### src/hw/rtl/oaht_pkg.sv
`default_nettype none

package oaht_pkg;

    localparam int KEY_W   = 32;
    localparam int SLOT_W  = 10;
    localparam int STATE_W = 2;
    localparam int ENTRY_W = KEY_W + STATE_W;

    // Operation codes carried by an input beat.
    localparam logic [1:0] OP_SEARCH = 2'd0;
    localparam logic [1:0] OP_INSERT = 2'd1;
    localparam logic [1:0] OP_DELETE = 2'd2;
    // The one code with no operation; it changes nothing and answers not found.
    localparam logic [1:0] OP_UNUSED = 2'd3;

    // Per-slot status kept next to the key in each table entry.
    localparam logic [STATE_W-1:0] ST_EMPTY   = 2'd0;
    localparam logic [STATE_W-1:0] ST_USED    = 2'd1;
    localparam logic [STATE_W-1:0] ST_DELETED = 2'd2;

    // Result status codes.
    localparam logic [1:0] RES_OK        = 2'd0;
    localparam logic [1:0] RES_NOT_FOUND = 2'd1;
    localparam logic [1:0] RES_PRESENT   = 2'd2;
    localparam logic [1:0] RES_EXHAUSTED = 2'd3;

    typedef struct packed {
        logic [1:0]       op;
        logic [KEY_W-1:0] key;
    } in_beat_t;

    typedef struct packed {
        logic [1:0]        status;
        logic [SLOT_W-1:0] slot;
    } out_beat_t;

    // Commands from the sequencer to the probe address unit.
    typedef struct packed {
        logic load;
        logic step;
    } probe_ctrl_t;

endpackage

`default_nettype wire

### src/hw/rtl/oaht_probe.sv
`default_nettype none

module oaht_probe #(
    parameter int TABLE_SLOTS = 1024
) (
    input  wire logic                           aclk,
    input  wire oaht_pkg::probe_ctrl_t          ctrl,
    input  wire logic [$clog2(TABLE_SLOTS)-1:0] home,
    output logic      [$clog2(TABLE_SLOTS)-1:0] addr,
    output logic                                last
);

    import oaht_pkg::*;

    localparam int IDX_W = $clog2(TABLE_SLOTS);
    localparam logic [IDX_W:0] LAST_I = (IDX_W+1)'(TABLE_SLOTS);

    logic [IDX_W:0]   i_reg,    i_next;
    logic [IDX_W-1:0] addr_reg, addr_next;

    // Triangular offsets grow by i+1 from one probe to the next, so one adder
    // walks the whole sequence; the wrap is the natural carry-out of the index.
    always_comb begin
        i_next    = i_reg;
        addr_next = addr_reg;
        if (ctrl.load) begin
            i_next    = '0;
            addr_next = home;
        end else if (ctrl.step) begin
            i_next    = i_reg + 1'b1;
            addr_next = addr_reg + IDX_W'(i_reg + 1'b1);
        end
    end

    always_ff @(posedge aclk) begin
        i_reg    <= i_next;
        addr_reg <= addr_next;
    end

    assign addr = addr_reg;
    assign last = (i_reg == LAST_I);

endmodule

`default_nettype wire

### config.mk
export PLATFORM = sky130hd
export DESIGN_NAME = oaht_probe
export DESIGN_NICKNAME = d
export VERILOG_FILES = /design/src/hw/rtl/oaht_pkg.sv /design/src/hw/rtl/oaht_probe.sv
export SDC_FILE = /design/constraint.sdc
export NUM_CORES = 1
export LEC_CHECK = 0
export BUFFER_PORTS_ARGS = -buffer_cell sky130_fd_sc_hd__buf_2
export CORE_MARGIN = 2
export CORE_UTILIZATION = 50
export DETAILED_ROUTE_END_ITERATION = 8
export PLACE_DENSITY = 0.81
export SETUP_SLACK_MARGIN = 0.2
export SLEW_MARGIN = 0
export SYNTH_ARGS = -nofsm -noshare
export SYNTH_HDL_FRONTEND = slang
export SYNTH_SLANG_ARGS = --single-unit
### constraint.sdc
create_clock -name aclk -period 2.48 [get_ports aclk]
set_clock_uncertainty 0.1 [all_clocks]
set_input_delay 0.744 -clock aclk [delete_from_list [all_inputs] [get_ports aclk]]
set_output_delay 0.744 -clock aclk [all_outputs]
set_load 0.01 [all_outputs]
After elaboration in Yosys (flattened, before gate mapping) --
Cells that the tools add are included.
Storage, ports and cells: register bits 21, output and inout bits 11, logic and storage cells 8
Operators by class: add/sub/neg operators 2, eq/ne operators 1, multiplexer cells 2, reductions and logical operators 1
Operators by type and width (count):
- 10-bit 2-to-1 mux | 2
- 11-bit by 1-bit adder with 11-bit output (second input constant) | 1
- 11-bit == test (second input constant) | 1
- 10-bit adder | 1
- 2-bit nonzero test | 1

Depth between registers and ports, before layout --
Gate-level depths: netlist (run 1).
depth in word-level cells 4, mapped depth 10, gate-level depth less buffers 10

Worst setup path before layout (run 1) --
No wires, ideal clock.
kind flip-flop to flip-flop, start register i_reg[0], end register addr_reg[9] (netlist: addr[9]), data pin, arrival 2.013 ns, path slack 0.099 ns, stages on the path, launching flop included 10, path buffers 0, cell sequence dfxtp_1 > ha_1 > nand3_1 > xnor2_1 > ha_1 > nand2_1 > nor3b_1 > o21ai_0 > a21oi_1 > o31ai_2
On the way: longest elaborated chain between the ends 4
RTL lines:
- start, declared | line oaht_probe.sv:18 | logic [IDX_W:0] i_reg, i_next;
- start signal, assigned | line oaht_probe.sv:36 | i_reg <= i_next;
- 11-bit by 1-bit adder with 11-bit output | line oaht_probe.sv:31 | addr_next = addr_reg + IDX_W'(i_reg + 1'b1);
- 10-bit adder | line oaht_probe.sv:31
- 10-bit 2-to-1 mux | line oaht_probe.sv:29 | end else if (ctrl.step) begin
- 10-bit 2-to-1 mux | line oaht_probe.sv:26 | if (ctrl.load) begin
- via addr_next[9] | line oaht_probe.sv:19 | logic [IDX_W-1:0] addr_reg, addr_next;
- end signal, assigned | line oaht_probe.sv:37 | addr_reg <= addr_next;
- end, declared | line oaht_probe.sv:19
The timed path passes the listed nets, and every way through them passes these cells. The select of a mux whose other input is x is not followed. A chain may end at the register's enable or synchronous reset.

Final worst setup path (run 1) --
start register i_reg[4], end register addr_reg[8] (netlist: addr[8]), data pin
The elaborated chain is that of the path after synthesis.

==> run summary, run 1 <==
Outcome = finished, final reports clean
Number of diodes = 0
Synth area leader = edfxtp_1
Gr ovfl total = 0
DR iter-0 viols = 35
Syn avg cell area = 9.00 sq um
Layout Cells excl Fill = 226
CP Data Arrival Time = 2310 ps
Setup TNS = 0 ps
Total GRT Usage = 20.4%
Sw power = 287 uW
Post-synth top area share = 20.7%
Clk sinks = 21
Vias post-DR = 1263
Yosys warning total = 0
1st-pass router iterations = 4
Routability cong. = 0.864
Root buffer cell = clkbuf_4
XOR/XNOR Fraction of Synth Area = 15.1%
Most common cell in the netlist = nand2_1
Initial antenna violation count = 0
Nets@finish = 221
Total Routed Length = 3.40 mm
Mapped Cells = 161
Post-synth EDFFs = 10
First-pass GRT wire length = 5.21 mm
Fillers = 208
Tightest Hold Check Type = reg2reg
DIE AREA = 3340 sq um
Compound-Gate Fraction of Synth Area = 9.67%
Vias in the first global route = 1153
Min Tclk post-route = 2330 ps
Initial core utilization = 52.5%
Number of buffers created by CTS = 3
Worst-Margin Slew = 353 ps
Cell Chain, Critical Path = buf_4 > nand2_1 > nor2_4 > xor2_2 > ha_2 > nor2_1 > nor2_1 > a31oi_1 > xor2_1 > o21ai_1
Sequential share of power = 47.7%
Commonest cells in the netlist = 21 x nand2_1, 20 x xor2_1, 18 x nor2_1
Slowest cell delay on critical path = 410 ps
Prevailing post-synth register cell = dfxtp_1
CTS tree = built
Worst path bufs/invs = 1
WL/cell = 15.1 um
Comb power frac = 33.6%
Synth Net Count = 186
Worst Setup Start Kind = flip-flop
Dpl hpwl = 2.20 mm
Unrepaired setup endpoints after global routing = true
DRC = 0
CTS Hold Bufs = 0
Post-route setup slack = 145 ps
Inst Count DP = 210
DIE WIDTH = 57.8 um
Critical-path top delay cell = dfxtp_1
Highest net fanout along the worst path = 4
# Max-Cap Violations = 0
Max Slew Vio Count = 0
Clock power share = 18.7%
Std cell rows = 19
Layout area overhead = 29.2%
Port bufs = 23
Hold_ws = 447 ps
CP delay by family, top = simple AND/OR/NAND/NOR gates
Ys async rst share = 0%
Max FFs per register = 11
Main combinational cell family by area after synthesis = simple AND/OR/NAND/NOR gates
Crit Path Category = reg2reg
Hold Violations, Final = 0
F_max = 0.428 GHz
Worst setup EP type = flip-flop
Power per cell area = 484 nW/um^2
Setup Viol. Count Final = 0
Die Height = 57.8 um
Storage cell area = 532 sq um
Place WS = -0.870 ps
Int Pwr = 620 uW
Clk slew on worst S/H paths = 120 ps
Final total power = 907 uW
Slew margin rel. = 76.4%
Synth Area in Simple Gates = 21.8%
Clk Latency, worst-skew pair = 310 ps
Switch share = 31.6%
Library cells used by synthesis = 38
IO Pins = 24
Maximum clock insertion buffer count = 2
Cell Area, Synth = 1450 sq um
Maximum VDD drop = 460 uV
Share of layout cells above drive strength 1 = 40.0%
#FFs+latches synth = 21
Multiplexer share of the synthesized area = 2.25%
CTS H-tree depth = 1
Area share of fa/ha/maj cells after synthesis = 10.9%
Top post-synthesis cells by area = edfxtp_1 21%, dfxtp_1 15%, xor2_1 12%
Area of the multi-input gates = 1010 sq um
Leak Pwr = 0.782 nW
Core ar. = 2760 sq um
Largest net degree at the start of global routing = 22
Worst EP required = 2450 ps
Most frequent cell on the critical path = nor2_1
Sequential fraction of the synthesis area = 35.9%
Post-route ant nets = 0
Period utilisation layout = 94.1%
Via density = 5.59
==> cells in the final DEF (no fill, tap or decap), types with 5 or more instances in the layout <==
cell type  count
buf_4         16
o21ai_1        6
edfxtp_1      10
ha_1           7
xor2_1        17
nand4_1        5
a21oi_1        5
nor2_1        16
buf_2         23
nand2_1       19
dfxtp_1        6
xnor2_1        5
==> power by group through the flow <==
stage / clock network, mW / logic, mW / registers (mW)
3_3_place_gp: 0 / 0.230 / 0.434
6_report: 0.170 / 0.305 / 0.432
5_1_grt: 0.187 / 0.339 / 0.437
2_1_floorplan: 0 / 0.155 / 0.448
3_5_place_dp: 0 / 0.231 / 0.438
4_1_cts: 0.170 / 0.251 / 0.430
==> final timing paths <==
path	from	to	slack, ps	cells past startpoint
setup / recovery	i_reg[4]	addr[8]	150	10
hold / removal	i_reg[10]	i_reg[10]	450	2
setup reg to reg	i_reg[4]	addr[8]	150	10
hold reg to reg	i_reg[10]	i_reg[10]	450	2
==> final cells by class <==
type | instances | share of cell area [%]
clock buffer | 4 | 1.40
tap | 31 | 2.07
inverter | 4 | 0.802
sequential | 21 | 28.4
timing repair buffer | 40 | 13.2
multi-input combinational | 126 | 54.1
==> worst min-delay path, stage by stage, from the launching register on <==
cell and delay (ps):
dfxtp_1 360, xor2_1 70, nor2_1 80
==> logic make-up (layout without fill, tap and decap cells) <==
kind of cell    after synthesis  in the layout
buf+inv                      14             48
compound gates               23             23
fa+ha+maj                    12             12
mux                           3              3
simple gates                 63             63
xor+xnor                     25             25
flops                        21             21
==> per-layer routing <==
metal | up-vias | share of wire, % | wire length (um) | track usage (%)
li1 | 623 | - | - | -
met1 | 587 | 41 | 1400 | 25.4
met2 | 41 | 52 | 1760 | 35.4
met3 | 12 | 4.2 | 144 | 4.69
met4 | 0 | 3.2 | 108 | 5.32
met5 | - | 0 | 0 | 0
==> through the flow <==
stage	utilization [%]	instance area [sq um]
floorplan	-	1470
global placement	58.5	1610
detailed placement	58.5	1610
CTS	62.8	1730
global route	67.9	1870
finish	67.9	1870
==> repair_timing <==
action / in CTS / in global routing
setup endpoints to repair: 5 / 7
setup buffers: 7 / 5
pin swaps: 9 / 21
hold endpoints to repair: 0 / 0
gates resized for setup: 8 / 22
Power figures use the tool's default switching activity.
==> run 2, diff against run 1 <==
CORE_ASPECT_RATIO = 0.5   (was not set)
CTS_CLUSTER_DIAMETER = 80   (was not set)
==> run 2 against run 1 <==
Maximum frequency is 5.1% lower; non-clock buffer count grew 7; first-iteration DRC count rose to 4.0 times the previous value; total power rose by 11%; clock-buffer cell count is the same; final area grew 5.9%; combinational power rose by 12%; sequential power about the same; sequential cell count unchanged; cell count is 5.8% higher.
==> run summary, run 2 (same netlist as run 1, synthesis figures left out) <==
Nets@finish = 228
# Max-Cap Violations = 0
Outcome = finished, final reports clean
CTS H-tree depth = 1
Design area = 1980 sq um
Std cell rows = 13
Worst Setup Start Kind = flip-flop
Min Tclk post-route = 2460 ps
DR iter-0 viols = 139
CTS tree = built
Hold Path Cell Cnt = 2
First-pass GRT wire length = 6.00 mm
Fillers = 177
Power per cell area = 507 nW/um^2
Leak Pwr = 0.853 nW
Root buffer cell = clkbuf_8
Via density = 5.85
Area of the multi-input gates = 1050 sq um
Sequential share of power = 43.1%
Initial core utilization = 54.3%
Int Pwr = 683 uW
Gr ovfl total = 0
Clk slew on worst S/H paths = 80 ps
Commonest non-fill, non-tap cell in the layout = buf_4
F_max = 0.407 GHz
Core ar. = 2670 sq um
DRC = 0
Total GRT Usage = 23.0%
Maximum VDD drop = 411 uV
Number of diodes = 0
Post-route ant nets = 0
Most frequent cells in the layout = 24 x buf_4, 23 x buf_2, 19 x xor2_1, 18 x nand2_1, 16 x nor2_1
Comb power frac = 33.8%
Hold Violations, Final = 0
Slew margin rel. = 73.5%
Layout area overhead = 36.9%
Maximum clock insertion buffer count = 2
Number of buffers created by CTS = 3
Post-route setup slack = 20.7 ps
Dpl hpwl = 2.20 mm
Max Slew Vio Count = 0
Clock power share = 23.1%
WL/cell = 18.3 um
Storage cell area = 536 sq um
Clk Latency, worst-skew pair = 260 ps
Gr busiest metal = met2
Initial antenna violation count = 0
Global Route met2 Usage = 38.5%
Met3 Usage GRT = 6.68%
Vias post-DR = 1398
Worst reg-to-reg setup slack = 20 ps
DIE AREA = 3370 sq um
Clk sinks = 21
Area after DPL = 1620 sq um
Crit Path Category = reg2reg
Worst setup EP type = flip-flop
Place WS = 0.628 ps
Die Height = 42.1 um
Vias in the first global route = 1282
Setup TNS = 0 ps
Worst EP required = 2390 ps
Highest net fanout along the worst path = 4
CTS Hold Bufs = 0
1st-pass router iterations = 5
Final total power = 1.01 mW
Switch share = 32.2%
Port bufs = 23
Routing usage on met1 = 28.8%
Unrepaired setup endpoints after global routing = true
Final core occ = 74.3%
Period utilisation layout = 99.2%
Setup Viol. Count Final = 0
CP Data Arrival Time = 2370 ps
Total Routed Length = 4.37 mm
Sw power = 324 uW
Tightest Hold Check Type = reg2reg
Worst-Margin Slew = 397 ps
Worst reg2reg path depth = 10
Max FFs per register = 11
Largest net degree at the start of global routing = 22
IO Pins = 24
DIE WIDTH = 80.1 um
Share of layout cells above drive strength 1 = 43.6%
Routability cong. = 0.805
==> run 2: changes by cell type in the layout (fill, tap and decap cells not counted), moves of 3 or more <==
cell      change
buf_4         +8
clkbuf_4      -3
clkbuf_8      +3
dfxtp_2       -3
==> run 2: metal layers <==
layer	routed length [um]	part of all wire [%]	vias up
met3	400	9.2	26
met4	219	5.0	0
met2	1920	44	101
li1	-	-	635
met1	1820	42	636
met5	0	0	-
==> run 2: worst max-delay path, stage by stage (launching register included) <==
cell and delay (ps):
dfxtp_1 380, buf_4 170, nand2_1 130, nor2_4 170, xor2_2 90, ha_2 230
nor3_1 200, o211ai_1 160, a31oi_1 270, xor2_1 210, o21ai_1 100
==> run 2: worst paths after layout <==
kind | from | to
max | i_reg[4] | addr[8]
min | i_reg[10] | i_reg[10]
max reg2reg | i_reg[4] | addr[8]
min reg2reg | i_reg[10] | i_reg[10]
==> run 2: power groups by stage <==
| stage | logic [mW] | registers (mW) | clock network, mW |
|---|---|---|---|
| 2_1_floorplan | 0.155 | 0.448 | 0 |
| 5_1_grt | 0.364 | 0.438 | 0.244 |
| 3_3_place_gp | 0.230 | 0.435 | 0 |
| 4_1_cts | 0.288 | 0.430 | 0.236 |
| 3_5_place_dp | 0.237 | 0.437 | 0 |
| 6_report | 0.341 | 0.433 | 0.232 |
==> run 2: area by class of cell <==
type / count / share of cell area (%)
Clock buffer: 4 / 2.27
Inverter: 4 / 0.757
Multi-Input combinational cell: 126 / 52.7
Sequential cell: 21 / 27.0
Tap cell: 37 / 2.33
Timing Repair Buffer: 47 / 14.9
==> run 2: timing repair <==
item,4_1_cts,5_1_grt
gates cloned,0,0
resized for setup,20,16
pin swaps,13,19
setup endpoints to repair,6,6
setup buffers,12,7
==> run 2: metrics by stage <==
step	cells	hold slack [ps]
CTS	232	425
global route	239	490
floorplan	161	371
global placement	216	395
finish	239	464
detailed placement	216	389
==> run 3, diff against run 2 <==
CORE_UTILIZATION = 52   (was 50)
CTS_BUF_LIST = sky130_fd_sc_hd__clkbuf_4   (was not set)
PLACE_DENSITY = 0.83   (was 0.81)
==> run 3 against run 2 <==
Clock power down 19%; critical path depth did not move; die area shrank 3.6%; sequential power is essentially flat; sequential cell count unchanged; first-iteration DRC count grew 37%; wire length down 6.7%; final area decreased by 2.8%; largest cell class unchanged; hold slack got worse by 11 ps; maximum frequency is 2.9% higher; core utilization is 0.76 points lower.
==> run summary, run 3 (same netlist as run 1, synthesis figures left out) <==
Clk Latency, worst-skew pair = 310 ps
Via density = 5.86
F_max = 0.419 GHz
Total GRT Usage = 22.5%
DRC = 0
Number of buffers created by CTS = 3
Min Tclk post-route = 2390 ps
Worst reg-to-reg setup slack = 90 ps
Crit Path Category = reg2reg
DIE WIDTH = 78.7 um
Layout Cells excl Fill = 232
Post-route setup slack = 91.0 ps
Most frequent cells in the layout = 23 x buf_2, 18 x nand2_1, 18 x xor2_1, 17 x buf_4, 15 x nor2_1
Clock power share = 19.8%
Dpl hpwl = 2.25 mm
Leak Pwr = 0.807 nW
Maximum VDD drop = 396 uV
Clk slew on worst S/H paths = 130 ps
Post-route ant nets = 0
Sw power = 312 uW
Worst EP required = 2460 ps
Fillers = 165
Initial core utilization = 55.3%
Inst Count DP = 216
Sequential share of power = 45.4%
CP Data Arrival Time = 2370 ps
Hold Violations, Final = 0
Period utilisation layout = 96.3%
Hold Path Sink = i_reg[3]
Core ar. = 2620 sq um
Unrepaired setup endpoints after global routing = true
Maximum clock insertion buffer count = 2
First-pass GRT wire length = 5.26 mm
Reg2reg end = addr[8]
Tightest Hold Check Type = reg2reg
Total Routed Length = 4.07 mm
Setup Viol. Count Final = 0
Worst reg2reg path depth = 10
Commonest non-fill, non-tap cell in the layout = buf_2
CTS tree = built
# Max-Cap Violations = 0
Worst setup EP type = flip-flop
Worst-Margin Slew = 365 ps
Vias post-DR = 1360
Outcome = finished, final reports clean
Std cell rows = 13
Hold Path Cell Cnt = 2
Comb power frac = 34.8%
Switch share = 32.7%
Hold_ws = 453 ps
Power per cell area = 494 nW/um^2
1st-pass router iterations = 5
Share of layout cells above drive strength 1 = 43.1%
Slew margin rel. = 75.6%
Storage cell area = 538 sq um
WL/cell = 17.5 um
Initial antenna violation count = 0
Area of the multi-input gates = 1050 sq um
Worst Setup Start Kind = flip-flop
Die Height = 41.3 um
CTS Hold Bufs = 0
Int Pwr = 640 uW
Critical R2R Launch = i_reg[4]
Gr ovfl total = 0
Place WS = -68.4 ps
DR iter-0 viols = 190
Largest net degree at the start of global routing = 22
Final core occ = 73.6%
Layout area overhead = 33.0%
Final total power = 952 uW
Vias in the first global route = 1138
HP Start = i_reg[3]
Routability cong. = 0.764
Nets@finish = 221
CTS H-tree depth = 1
Max Slew Vio Count = 0
Port bufs = 23
IO Pins = 24
DIE AREA = 3250 sq um
Max FFs per register = 11
Root buffer cell = clkbuf_4
Highest net fanout along the worst path = 4
Clk sinks = 21
Number of diodes = 0
[run 3: per-stage QoR]
stage | setup TNS (ps) | cell area [sq um]
after CTS | 0 | 1750
after floorplan | 0 | 1470
after global placement | 0 | 1620
after global routing | 0 | 1930
after detailed placement | -68.4 | 1620
final | 0 | 1930
[run 3: what timing repair did]
action | in CTS | in global routing
gates resized for setup | 16 | 23
buffers inserted | 4 | 8
pin swaps | 9 | 24
endpoints found under the setup margin | 6 | 6
[run 3: worst max-delay path by stage]
stage	startpoint	to	slack, ps	depth (start not counted)
final	i_reg[4]	addr[8]	90	10
after global routing	i_reg[4]	addr[8]	9	10
after CTS	i_reg[3]	addr[9]	210	10
after detailed placement	i_reg[0]	addr[9]	-70	9
after global placement	i_reg[0]	addr[9]	50	9
after floorplan	i_reg[3]	addr[9]	250	10
[run 3: layout make-up]
cell class              count  share of cell area, %
inverters                   4                  0.779
flip-flops and latches     21                   27.9
repair buffers             40                   12.6
clock buffers               4                   1.56
well taps                  37                   2.40
multi-input cells         126                   54.7
[run 3: power groups by stage]
stage / Combinational, mW / Sequential (mW) / Clock [mW]
2_1_floorplan: 0.155 / 0.448 / 0
3_5_place_dp: 0.236 / 0.436 / 0
5_1_grt: 0.361 / 0.437 / 0.199
6_report: 0.331 / 0.432 / 0.189
3_3_place_gp: 0.230 / 0.435 / 0
4_1_cts: 0.271 / 0.429 / 0.186
[run 3: critical path: stages (launching register included)]
cell and delay, ps:
dfxtp_2 380, buf_4 150, nand2_1 160, nor2_4 170, xor2_1 220, ha_2 340, nor2_1 110, nor2_1 50
a31oi_1 210, xor2_1 180, o21ai_1 70
[run 3: per-layer routing]
metal  routed length [um]  part of all wire [%]  global-route usage (%)  vias to the layer above
met5                    0                     0                       0                        -
met4                  115                   2.8                    9.21                        0
met3                  350                   8.6                    6.25                       14
met2                 1950                    48                    40.8                       86
met1                 1650                    41                    26.9                      640
li1                     -                     -                       -                      620
